[config.mk]
export PLATFORM = sky130hd
export DESIGN_NAME = descending_sorted_list_table_core_flat
export DESIGN_NICKNAME = d
export VERILOG_FILES = /design/src/hw/rtl/dsl_pkg.sv /design/src/hw/rtl/dsl_if.sv /design/src/hw/rtl/dsl_datapath.sv /design/src/hw/rtl/dsl_ctrl.sv /design/src/hw/rtl/descending_sorted_list_table_core.sv /design/src/flat_wrapper.sv
export SDC_FILE = /design/constraint.sdc
export NUM_CORES = 2
export LEC_CHECK = 0
export ABC_AREA = 1
export BUFFER_PORTS_ARGS = -buffer_cell sky130_fd_sc_hd__buf_4
export CAP_MARGIN = 0
export CELL_PAD_IN_SITES_DETAIL_PLACEMENT = 0
export CELL_PAD_IN_SITES_GLOBAL_PLACEMENT = 1
export CORE_AREA = 3 3 409 411
export CTS_CLUSTER_DIAMETER = 30
export CTS_CLUSTER_SIZE = 8
export DETAILED_ROUTE_END_ITERATION = 10
export DIE_AREA = 0 0 412 414
export PLACE_DENSITY_LB_ADDON = 0.1
export RECOVER_POWER = 50
export SYNTH_ARGS = -nofsm -noshare
export SYNTH_HDL_FRONTEND = slang
export SYNTH_SLANG_ARGS = --single-unit
[constraint.sdc]
create_clock -name clk_i -period 15.5 [get_ports clk_i]
set_clock_uncertainty 0.05 [all_clocks]
set_input_delay 1.55 -clock clk_i [delete_from_list [all_inputs] [get_ports clk_i]]
set_output_delay 1.55 -clock clk_i [all_outputs]
set_load 0.03 [all_outputs]
[src/hw/rtl/dsl_pkg.sv]
// Shared constants, command and status codes, and control/status structs
// for the descending sorted list table. No dependencies.
`default_nettype none

package dsl_pkg;

  localparam int unsigned KEY_W            = 32;
  localparam int unsigned CMD_W            = 3;
  localparam int unsigned STATUS_W         = 2;
  localparam int unsigned COUNT_W          = 7;
  localparam int unsigned DEFAULT_CAPACITY = 64;

  localparam logic [CMD_W-1:0] CMD_PUSH   = 3'd0;
  localparam logic [CMD_W-1:0] CMD_INSERT = 3'd1;
  localparam logic [CMD_W-1:0] CMD_REMOVE = 3'd2;
  localparam logic [CMD_W-1:0] CMD_SEARCH = 3'd3;
  localparam logic [CMD_W-1:0] CMD_POP    = 3'd4;
  localparam logic [CMD_W-1:0] CMD_CLEAR  = 3'd5;

  localparam logic [STATUS_W-1:0] ST_OK       = 2'd0;
  localparam logic [STATUS_W-1:0] ST_EMPTY    = 2'd1;
  localparam logic [STATUS_W-1:0] ST_NOTFOUND = 2'd2;
  localparam logic [STATUS_W-1:0] ST_FULL     = 2'd3;

  // Commands from controller to datapath
  typedef struct packed {
    logic                load;       // latch cmd and key, reset status
    logic                scan_find;  // scan for equal key from the head
    logic                scan_ins;   // scan for insert slot from entry one
    logic                shr_start;  // open a slot at pos (shift right)
    logic                shl_start;  // close the slot at pos (shift left)
    logic                pos_zero;   // start position is the head
    logic                place;      // write key at pos, count up
    logic                drop;       // count down
    logic                clear;      // empty the list
    logic                set_found;
    logic                status_we;
    logic [STATUS_W-1:0] status;
    logic                rsp_load;   // capture the result beat
  } dsl_ctl_t;

  // Status from datapath to controller
  typedef struct packed {
    logic [CMD_W-1:0] cmd;
    logic             full;
    logic             empty;
    logic             ins_head;
    logic             scan_done;
    logic             scan_hit;
    logic             shift_done;
  } dsl_sts_t;

endpackage

`default_nettype wire

[src/hw/rtl/dsl_if.sv]
// Valid/ready channel interfaces for the command and response beats.
// Depends on dsl_pkg.
`default_nettype none

interface dsl_cmd_if;
  import dsl_pkg::*;
  logic                    valid;
  logic                    ready;
  logic [CMD_W-1:0]        cmd;
  logic signed [KEY_W-1:0] key;

  modport source (output valid, output cmd, output key, input ready);
  modport sink   (input valid, input cmd, input key, output ready);
endinterface

interface dsl_rsp_if;
  import dsl_pkg::*;
  logic                    valid;
  logic                    ready;
  logic [STATUS_W-1:0]     status;
  logic                    found;
  logic signed [KEY_W-1:0] first_value;
  logic                    is_empty;
  logic [COUNT_W-1:0]      count;

  modport source (output valid, output status, output found, output first_value,
                  output is_empty, output count, input ready);
  modport sink   (input valid, input status, input found, input first_value,
                  input is_empty, input count, output ready);
endinterface

`default_nettype wire

[src/hw/rtl/dsl_datapath.sv]
// Datapath: entry memory, walk engine for scans and shifts, count, head
// copy and the response register. Depends on dsl_pkg.
`default_nettype none

module dsl_datapath #(
  parameter int unsigned CAPACITY = dsl_pkg::DEFAULT_CAPACITY
) (
  input  wire logic                              clk_i,
  input  wire logic                              rst_ni,
  input  wire dsl_pkg::dsl_ctl_t                 ctl_i,
  output dsl_pkg::dsl_sts_t                      sts_o,
  input  wire logic [dsl_pkg::CMD_W-1:0]         cmd_i,
  input  wire logic signed [dsl_pkg::KEY_W-1:0]  key_i,
  output logic [dsl_pkg::STATUS_W-1:0]           status_o,
  output logic                                   found_o,
  output logic signed [dsl_pkg::KEY_W-1:0]       first_value_o,
  output logic                                   is_empty_o,
  output logic [dsl_pkg::COUNT_W-1:0]            count_o
);
  import dsl_pkg::*;

  localparam int unsigned AW = $clog2(CAPACITY);
  localparam int unsigned CW = $clog2(CAPACITY + 1);

  localparam logic [2:0] MODE_IDLE = 3'd0;
  localparam logic [2:0] MODE_FIND = 3'd1;
  localparam logic [2:0] MODE_INS  = 3'd2;
  localparam logic [2:0] MODE_SHR  = 3'd3;
  localparam logic [2:0] MODE_SHL  = 3'd4;

  logic [KEY_W-1:0]        mem [CAPACITY];

  logic [CMD_W-1:0]        cmd_q;
  logic signed [KEY_W-1:0] key_q;
  logic signed [KEY_W-1:0] head_q;
  logic signed [KEY_W-1:0] rdata_q;
  logic [CW-1:0]           count_q, count_d;
  logic [AW-1:0]           pos_q;
  logic [2:0]              mode_q, mode_d;
  logic [AW-1:0]           ptr_q, ptr_d;
  logic [CW-1:0]           rem_q, rem_d;
  logic                    rv_q, rv_d;
  logic [AW-1:0]           rtag_q;
  logic [STATUS_W-1:0]     status_q;
  logic                    found_q;

  logic                    scanning, shifting, hit, issue;
  logic                    scan_done, shift_done;
  logic [CW-1:0]           scan_pos;
  logic [AW-1:0]           start_pos;
  logic                    wr_en;
  logic [AW-1:0]           wr_addr;
  logic [KEY_W-1:0]        wr_data;

  assign scanning   = (mode_q == MODE_FIND) || (mode_q == MODE_INS);
  assign shifting   = (mode_q == MODE_SHR) || (mode_q == MODE_SHL);
  // insert slot: first entry not greater than the key
  assign hit        = scanning && rv_q &&
                      ((mode_q == MODE_INS) ? !(key_q < rdata_q) : (rdata_q == key_q));
  assign scan_done  = scanning && (hit || (!rv_q && rem_q == '0));
  assign shift_done = shifting && !rv_q && (rem_q == '0);
  assign issue      = (shifting || (scanning && !hit)) && (rem_q != '0);
  assign scan_pos   = hit ? CW'(rtag_q) : count_q;
  assign start_pos  = ctl_i.pos_zero ? '0 : scan_pos[AW-1:0];

  always_comb begin
    wr_en   = 1'b0;
    wr_addr = rtag_q;
    wr_data = rdata_q;
    if (ctl_i.place) begin
      wr_en   = 1'b1;
      wr_addr = pos_q;
      wr_data = key_q;
    end else if (shifting && rv_q) begin
      wr_en   = 1'b1;
      wr_addr = (mode_q == MODE_SHR) ? rtag_q + 1'b1 : rtag_q - 1'b1;
    end
  end

  // Walk engine: one read issued per cycle, data compared or written back
  // in the following cycle.
  always_comb begin
    mode_d  = mode_q;
    ptr_d   = ptr_q;
    rem_d   = rem_q;
    rv_d    = 1'b0;
    count_d = count_q;
    if (ctl_i.scan_find) begin
      mode_d = MODE_FIND;
      ptr_d  = '0;
      rem_d  = count_q;
    end else if (ctl_i.scan_ins) begin
      mode_d = MODE_INS;
      ptr_d  = AW'(1);
      rem_d  = count_q - 1'b1;
    end else if (ctl_i.shr_start) begin
      mode_d = MODE_SHR;
      ptr_d  = AW'(count_q - 1'b1);
      rem_d  = count_q - CW'(start_pos);
    end else if (ctl_i.shl_start) begin
      mode_d = MODE_SHL;
      ptr_d  = start_pos + 1'b1;
      rem_d  = count_q - 1'b1 - CW'(start_pos);
    end else if (scan_done || ctl_i.place || ctl_i.drop) begin
      mode_d = MODE_IDLE;
    end else if (issue) begin
      ptr_d = (mode_q == MODE_SHR) ? ptr_q - 1'b1 : ptr_q + 1'b1;
      rem_d = rem_q - 1'b1;
      rv_d  = 1'b1;
    end
    if (ctl_i.clear) begin
      count_d = '0;
    end else if (ctl_i.place) begin
      count_d = count_q + 1'b1;
    end else if (ctl_i.drop) begin
      count_d = count_q - 1'b1;
    end
  end

  always_ff @(posedge clk_i or negedge rst_ni) begin
    if (!rst_ni) begin
      mode_q  <= MODE_IDLE;
      ptr_q   <= '0;
      rem_q   <= '0;
      rv_q    <= 1'b0;
      count_q <= '0;
    end else begin
      mode_q  <= mode_d;
      ptr_q   <= ptr_d;
      rem_q   <= rem_d;
      rv_q    <= rv_d;
      count_q <= count_d;
    end
  end

  always_ff @(posedge clk_i) begin
    if (wr_en) begin
      mem[wr_addr] <= wr_data;
    end
    if (issue) begin
      rdata_q <= mem[ptr_q];
      rtag_q  <= ptr_q;
    end
    // keep a copy of the head for the response and the insert check
    if (wr_en && wr_addr == '0) begin
      head_q <= wr_data;
    end
    if (ctl_i.shr_start || ctl_i.shl_start) begin
      pos_q <= start_pos;
    end
    if (ctl_i.load) begin
      cmd_q    <= cmd_i;
      key_q    <= key_i;
      status_q <= ST_OK;
      found_q  <= 1'b0;
    end else begin
      if (ctl_i.status_we) begin
        status_q <= ctl_i.status;
      end
      if (ctl_i.set_found) begin
        found_q <= 1'b1;
      end
    end
    if (ctl_i.rsp_load) begin
      status_o      <= status_q;
      found_o       <= found_q;
      first_value_o <= (count_q == '0) ? '0 : head_q;
      is_empty_o    <= (count_q == '0);
      count_o       <= COUNT_W'(count_q);
    end
  end

  always_comb begin
    sts_o.cmd        = cmd_q;
    sts_o.full       = (count_q == CW'(CAPACITY));
    sts_o.empty      = (count_q == '0);
    sts_o.ins_head   = (count_q == '0) || (head_q < key_q);
    sts_o.scan_done  = scan_done;
    sts_o.scan_hit   = hit;
    sts_o.shift_done = shift_done;
  end

endmodule

`default_nettype wire

[src/hw/rtl/dsl_ctrl.sv]
// Controller: sequences accept, decode, scan, shift and response for one
// command beat at a time. Depends on dsl_pkg.
`default_nettype none

module dsl_ctrl (
  input  wire logic              clk_i,
  input  wire logic              rst_ni,
  input  wire logic              in_valid_i,
  output logic                   in_ready_o,
  input  wire logic              out_ready_i,
  output logic                   out_valid_o,
  input  wire dsl_pkg::dsl_sts_t sts_i,
  output dsl_pkg::dsl_ctl_t      ctl_o
);
  import dsl_pkg::*;

  localparam logic [2:0] S_IDLE   = 3'd0;
  localparam logic [2:0] S_DECODE = 3'd1;
  localparam logic [2:0] S_SCAN   = 3'd2;
  localparam logic [2:0] S_SHIFT  = 3'd3;
  localparam logic [2:0] S_DONE   = 3'd4;

  logic [2:0] state_q, state_d;
  logic       out_valid_q, out_valid_d;

  always_comb begin
    state_d    = state_q;
    ctl_o      = '0;
    in_ready_o = 1'b0;
    unique case (state_q)
      S_IDLE: begin
        in_ready_o = 1'b1;
        if (in_valid_i) begin
          ctl_o.load = 1'b1;
          state_d    = S_DECODE;
        end
      end
      S_DECODE: begin
        unique case (sts_i.cmd) inside
          CMD_PUSH, CMD_INSERT: begin
            if (sts_i.full) begin
              ctl_o.status_we = 1'b1;
              ctl_o.status    = ST_FULL;
              state_d         = S_DONE;
            end else if (sts_i.cmd == CMD_PUSH || sts_i.ins_head) begin
              ctl_o.shr_start = 1'b1;
              ctl_o.pos_zero  = 1'b1;
              state_d         = S_SHIFT;
            end else begin
              ctl_o.scan_ins = 1'b1;
              state_d        = S_SCAN;
            end
          end
          CMD_REMOVE, CMD_SEARCH: begin
            ctl_o.scan_find = 1'b1;
            state_d         = S_SCAN;
          end
          CMD_POP: begin
            if (sts_i.empty) begin
              ctl_o.status_we = 1'b1;
              ctl_o.status    = ST_EMPTY;
              state_d         = S_DONE;
            end else begin
              ctl_o.shl_start = 1'b1;
              ctl_o.pos_zero  = 1'b1;
              state_d         = S_SHIFT;
            end
          end
          CMD_CLEAR: begin
            ctl_o.clear = 1'b1;
            state_d     = S_DONE;
          end
          default: begin
            state_d = S_DONE;
          end
        endcase
      end
      S_SCAN: begin
        if (sts_i.scan_done) begin
          if (sts_i.cmd == CMD_INSERT) begin
            ctl_o.shr_start = 1'b1;
            state_d         = S_SHIFT;
          end else if (sts_i.cmd == CMD_REMOVE) begin
            if (sts_i.scan_hit) begin
              ctl_o.set_found = 1'b1;
              ctl_o.shl_start = 1'b1;
              state_d         = S_SHIFT;
            end else begin
              ctl_o.status_we = 1'b1;
              ctl_o.status    = ST_NOTFOUND;
              state_d         = S_DONE;
            end
          end else begin
            ctl_o.set_found = sts_i.scan_hit;
            state_d         = S_DONE;
          end
        end
      end
      S_SHIFT: begin
        if (sts_i.shift_done) begin
          if (sts_i.cmd == CMD_PUSH || sts_i.cmd == CMD_INSERT) begin
            ctl_o.place = 1'b1;
          end else begin
            ctl_o.drop = 1'b1;
          end
          state_d = S_DONE;
        end
      end
      S_DONE: begin
        // hold until the response register is free
        if (!out_valid_q || out_ready_i) begin
          ctl_o.rsp_load = 1'b1;
          state_d        = S_IDLE;
        end
      end
      default: begin
        state_d = S_IDLE;
      end
    endcase
  end

  always_comb begin
    out_valid_d = out_valid_q;
    if (ctl_o.rsp_load) begin
      out_valid_d = 1'b1;
    end else if (out_ready_i) begin
      out_valid_d = 1'b0;
    end
  end

  assign out_valid_o = out_valid_q;

  always_ff @(posedge clk_i or negedge rst_ni) begin
    if (!rst_ni) begin
      state_q     <= S_IDLE;
      out_valid_q <= 1'b0;
    end else begin
      state_q     <= state_d;
      out_valid_q <= out_valid_d;
    end
  end

endmodule

`default_nettype wire

[src/hw/rtl/descending_sorted_list_table_core.sv]
// Top level of the descending sorted list table: controller plus datapath.
// Depends on dsl_pkg, dsl_if, dsl_ctrl and dsl_datapath.
//
// Usage: each beat on in_i carries a command (push front, ordered insert,
// remove, search, pop, clear) and a signed 32-bit key. Each accepted beat
// gives exactly one beat on out_o with status, found flag, head value,
// empty flag and entry count after the command.
// Timing: one command is worked at a time. Keys live in a single-port-read
// memory walked one entry per cycle. Clear, unused codes and rejected
// push/insert/pop go from decode straight to the result; search scans,
// remove scans and shifts, insert scans (unless the key goes to the head)
// and shifts, push and pop only shift. in_i.ready is high again in the
// cycle the result appears, so a new beat is accepted only after the last
// result is registered.
// Reset clears the entry count and all control state; the memory is not
// cleared and entries above the count are never read.
// A stalled receiver holds the result in the output register; the next
// command is still accepted and worked, and its result waits until the
// output register is free.

`default_nettype none

module descending_sorted_list_table_core #(
  parameter int unsigned CAPACITY = dsl_pkg::DEFAULT_CAPACITY
) (
  input  wire logic clk_i,
  input  wire logic rst_ni,
  dsl_cmd_if.sink   in_i,
  dsl_rsp_if.source out_o
);
  import dsl_pkg::*;

  dsl_ctl_t ctl;
  dsl_sts_t sts;

  dsl_ctrl u_ctrl (
    .clk_i       (clk_i),
    .rst_ni      (rst_ni),
    .in_valid_i  (in_i.valid),
    .in_ready_o  (in_i.ready),
    .out_ready_i (out_o.ready),
    .out_valid_o (out_o.valid),
    .sts_i       (sts),
    .ctl_o       (ctl)
  );

  dsl_datapath #(
    .CAPACITY (CAPACITY)
  ) u_datapath (
    .clk_i         (clk_i),
    .rst_ni        (rst_ni),
    .ctl_i         (ctl),
    .sts_o         (sts),
    .cmd_i         (in_i.cmd),
    .key_i         (in_i.key),
    .status_o      (out_o.status),
    .found_o       (out_o.found),
    .first_value_o (out_o.first_value),
    .is_empty_o    (out_o.is_empty),
    .count_o       (out_o.count)
  );

  // an accepted beat keeps in_i.ready low in the following cycle
  assert property (@(posedge clk_i) disable iff (!rst_ni)
    (in_i.valid && in_i.ready) |=> !in_i.ready)
    else $error("accepted a command while busy");

  assert property (@(posedge clk_i) disable iff (!rst_ni)
    (out_o.valid && out_o.status == ST_FULL) |-> (out_o.count == COUNT_W'(CAPACITY)))
    else $error("full status with list not full");

  assert property (@(posedge clk_i) disable iff (!rst_ni)
    (out_o.valid && out_o.status == ST_EMPTY) |-> out_o.is_empty)
    else $error("empty status with entries present");

  assert property (@(posedge clk_i) disable iff (!rst_ni)
    (out_o.valid && CAPACITY < 128) |-> (out_o.is_empty == (out_o.count == '0)))
    else $error("empty flag disagrees with count");

  assert property (@(posedge clk_i) disable iff (!rst_ni)
    (out_o.valid && out_o.found) |-> (out_o.status == ST_OK))
    else $error("found flag with error status");

endmodule

`default_nettype wire
[src/flat_wrapper.sv]
// flat-port wrapper written by rule: the top's interface ports become plain ports
module descending_sorted_list_table_core_flat import dsl_pkg::*;
#(
  parameter int unsigned CAPACITY = dsl_pkg::DEFAULT_CAPACITY
)
  (clk_i, rst_ni, in_i_valid, in_i_cmd, in_i_key, in_i_ready, out_o_valid, out_o_status, out_o_found, out_o_first_value, out_o_is_empty, out_o_count, out_o_ready);
  dsl_cmd_if in_i_i ();
  dsl_rsp_if out_o_i ();
  input  wire logic clk_i;
  input  wire logic rst_ni;
  input wire logic [$bits(in_i_i.valid)-1:0] in_i_valid;
  input wire logic [$bits(in_i_i.cmd)-1:0] in_i_cmd;
  input wire logic [$bits(in_i_i.key)-1:0] in_i_key;
  output wire logic [$bits(in_i_i.ready)-1:0] in_i_ready;
  output wire logic [$bits(out_o_i.valid)-1:0] out_o_valid;
  output wire logic [$bits(out_o_i.status)-1:0] out_o_status;
  output wire logic [$bits(out_o_i.found)-1:0] out_o_found;
  output wire logic [$bits(out_o_i.first_value)-1:0] out_o_first_value;
  output wire logic [$bits(out_o_i.is_empty)-1:0] out_o_is_empty;
  output wire logic [$bits(out_o_i.count)-1:0] out_o_count;
  input wire logic [$bits(out_o_i.ready)-1:0] out_o_ready;
  assign in_i_i.valid = in_i_valid;
  assign in_i_i.cmd = in_i_cmd;
  assign in_i_i.key = in_i_key;
  assign in_i_ready = in_i_i.ready;
  assign out_o_valid = out_o_i.valid;
  assign out_o_status = out_o_i.status;
  assign out_o_found = out_o_i.found;
  assign out_o_first_value = out_o_i.first_value;
  assign out_o_is_empty = out_o_i.is_empty;
  assign out_o_count = out_o_i.count;
  assign out_o_i.ready = out_o_ready;
  descending_sorted_list_table_core #(.CAPACITY(CAPACITY)) u_core (.clk_i(clk_i), .rst_ni(rst_ni), .in_i(in_i_i), .out_o(out_o_i));
endmodule
==> metrics <==
max-cap violations 54; Crit Path Class flip-flop to flip-flop; Max H-tree Level 5; warnings from Yosys 0; Synth Net Count 7144; worst hold-check path type flip-flop to flip-flop; Critical Path End Type flip-flop; Core Region approximately 0.16 sq mm; busiest grt layer met2; Worst Max-Slew Pin Slew around 5300 ps; met2 GRT Util between 40% and 50%; Initial Util 54.7%; Post-CTS Repair Setup Buffers 0; clk root buf clkbuf_16; Hold Crit Depth 0; cells after synthesis ~7000; io pins 84; RR Startpoint u_core.u_datapath.rem_q[0]$_DFFE_PN0P_; die area 0.171 sq mm; most frequent cells in the layout edfxtp_1 (2202), nor2_1 (1484), o21ai_0 (1357), o22ai_1 (640), clkbuf_16 (466); fraction of synthesized cell area in xor and xnor cells less than 1%; CP Launch Type flip-flop; wire per inst ~28 microns; initial antenna violation count 10; area delta synth->final 19.9%; post-synthesis adder-cell area fraction between 1 and 1.5%; R2R setup slack approximately 6000 ps; Final HPWL DP ~150000 microns; synthesized area per cell roughly 13 sq um; RSZ-0062 raised after global routing false; Filler Cells Inserted about 12000; CTS Buf Count ~460; FF-to-FF path depth 11; via-per-instance ratio 6.23; Reg-to-Reg End u_core.u_datapath.mem[40][27]$_DFFE_PP_; final core utilization 65.6%; nets@finish approximately 7400; met3 usage 7.07%; vias approximately 61000; Final min period slightly above 9000 ps; number of flops mapped to enable cells by yosys around 2200; Hold Path End u_core.u_datapath.status_o[0]$_DFFE_PP_; Max Fclk about 0.11 GHz; layout cells sized above 1 about an eighth; multiplexer share of the synthesized area 0%; crit path max fanout 46; final number of setup-violating endpoints 0; VDD IR max roughly 220 uV; static leakage around 36 nW; failing checks max-capacitance violations, max-slew violations; mapped cell area 0.0899 sq mm; Tcrit/Tclk final 60.3%; largest net degree at the start of global routing roughly 170; final WL approximately 270000 microns; grt ovf 0; Tot GR Track Use a little under a third; initial DRC count approximately 7900; largest family of logic cells by synthesized area compound AO/OA/AOI/OAI gates; PostCTS Resize Cnt 0; Clk Latency, worst-skew pair 950 ps; DR pass1 iterations 5; die height 414 microns; pwr/cell area around 230 mW/mm^2; dominant synthesized flop cell edfxtp_1; Row Count ~150; most common cell after layout, fill and taps aside edfxtp_1; Sink Count 2233; met1 GRT Util 45.3%; FFs w/ async S/R, synth approximately 1.3%; Synth Area in Simple Gates 8.00%; hold buffers post-CTS 0; Critical Path AT approximately 9700 ps; setup TNS 0 ps; Clock Tree Buf Depth 4; port bufs 83; clk slew on worst S/H paths 40 ps; CTS tree yes; DRT antenna net count 0; Synth Area in Compound Gates 13.2%; sequential-to-total area share from yosys stat between 70% and 80%; status finished with violations; GP Congestion 0.892; first-pass GRT wire length about 390000 microns; hold path startpoint u_core.u_datapath.status_q[0]$_SDFFE_PP0P_; number of global-route vias before repair roughly 58000; DRC viols 0; Synth cell types 51; final hold vios 0; #FFs+latches synth approximately 2200; max-slew violations approximately 2500; slew margin rel. -256%; WP data required between 15000 and 20000 ps; die width 412 microns
[flip-flops by register name, indices dropped and copies added, names as in the netlist, 3 cells and up]
register and count:
u_core.u_datapath.pos_q 6, u_core.u_datapath.rtag_q 6, u_core.u_datapath.key_q 32, u_core.u_datapath.rdata_q 32
u_core.u_datapath.count_q 7, u_core.u_datapath.mode_q 3, u_core.u_datapath.count_o 7, u_core.u_datapath.first_value_o 32
u_core.u_datapath.head_q 32, u_core.u_datapath.mem 2048, u_core.u_datapath.rem_q 7, u_core.u_datapath.ptr_q 6
u_core.u_datapath.cmd_q 3, u_core.u_ctrl.state_q 3
[synth_stat cells (all sizes together) (4+ instances only)]
library cell	n	area share, %
edfxtp	2202	74
nor2	1550	6.5
o21ai	1382	7.7
o22ai	640	4.5
clkbuf	423	1.8
nand2	227	1.0
inv	194	0.81
ha	87	1.2
a21oi	64	0.37
buf	39	0.23
nand3	38	0.24
o32ai	36	0.35
dfrtp	28	0.78
xor2	24	0.23
nor3	17	0.12
o211ai	8	0.067
xnor2	8	0.078
a31oi	5	0.035
o21a	5	0.042
a211oi	4	0.033
fa	4	0.089
nand4	4	0.028
o221ai	4	0.039
[worst max-delay path, cell delays in order, from the launching register on]
cell and delay (ps):
dfrtp_1 360, inv_1 90, ha_1 210, nand3_1 190, nor2_1 270, clkinv_1 180
nor2_1 200, nand3_1 310, nor2_1 1130, clkbuf_1 1840, o21ai_0 2710, clkbuf_1 1160
[worst max path at each step]
stage,start,endpoint,slack [ps],cells past startpoint
floorplan,in_i_valid,u_core.u_datapath.cmd_q[0]$_DFFE_PP_,9800,2
global placement,u_core.u_datapath.ptr_q[0]$_DFFE_PN0P_,u_core.u_datapath.rdata_q[20]$_DFFE_PP_,10240,10
detailed placement,u_core.u_datapath.ptr_q[0]$_DFFE_PN0P_,u_core.u_datapath.rdata_q[20]$_DFFE_PP_,10130,10
CTS,u_core.u_datapath.ptr_q[0]$_DFFE_PN0P_,u_core.u_datapath.rdata_q[20]$_DFFE_PP_,10120,10
global route,u_core.u_datapath.rem_q[0]$_DFFE_PN0P_,u_core.u_datapath.mem[40][27]$_DFFE_PP_,5390,11
finish,u_core.u_datapath.rem_q[0]$_DFFE_PN0P_,u_core.u_datapath.mem[40][27]$_DFFE_PP_,6150,11
[kinds of logic (layout without fill, tap and decap cells)]
kind of cell             count (synthesis)  in the layout
AO/OA/AOI/OAI                         2158           2158
XOR/XNOR                                32             32
adder cells (fa/ha/maj)                 91             91
buffers and inverters                  659           1241
flip-flops                            2233           2233
other                                    0              3
AND/OR/NAND/NOR                       1841           1841
[layer usage]
layer  wire length (microns)  part of all wire, %
met5                      22               0.0081
met2                  123000                   45
met3                   29500                   11
met1                  109000                   40
met4                   11300                  4.1
[area by class of cell]
cell class                      instances  area, sq um  share of cell area, %
Clock inverter                        294         3080                   2.85
Multi-Input combinational cell       4122        21000                   19.5
Sequential cell                      2233        66900                   62.0
Antenna cell                            3         7.51                0.00696
Timing Repair Buffer                  220         1440                   1.33
Clock buffer                          530        11900                   11.1
Inverter                              197          764                  0.709
Tap cell                             2189         2740                   2.54
[report_power, final]
group | total (mW) | internal (mW) | switching [mW]
combinational | 7.45 | 1.67 | 5.78
clock | 9.45 | 6.42 | 3.02
sequential | 8.22 | 7.94 | 0.280
total | 25.1 | 16.0 | 9.09
[metrics by stage]
stage	total power, mW	hold WS, ps	std cells	area (sq um)	setup WS [ps]
2_1_floorplan	12.3	358	7014	89900	9800
3_3_place_gp	15.5	366	8960	93600	10240
3_5_place_dp	15.5	373	8961	93600	10130
4_1_cts	25.0	387	9785	109000	10120
5_1_grt	26.0	398	9785	108000	5390
6_report	25.1	385	9788	108000	6150
(Power assumes the default switching activity.)
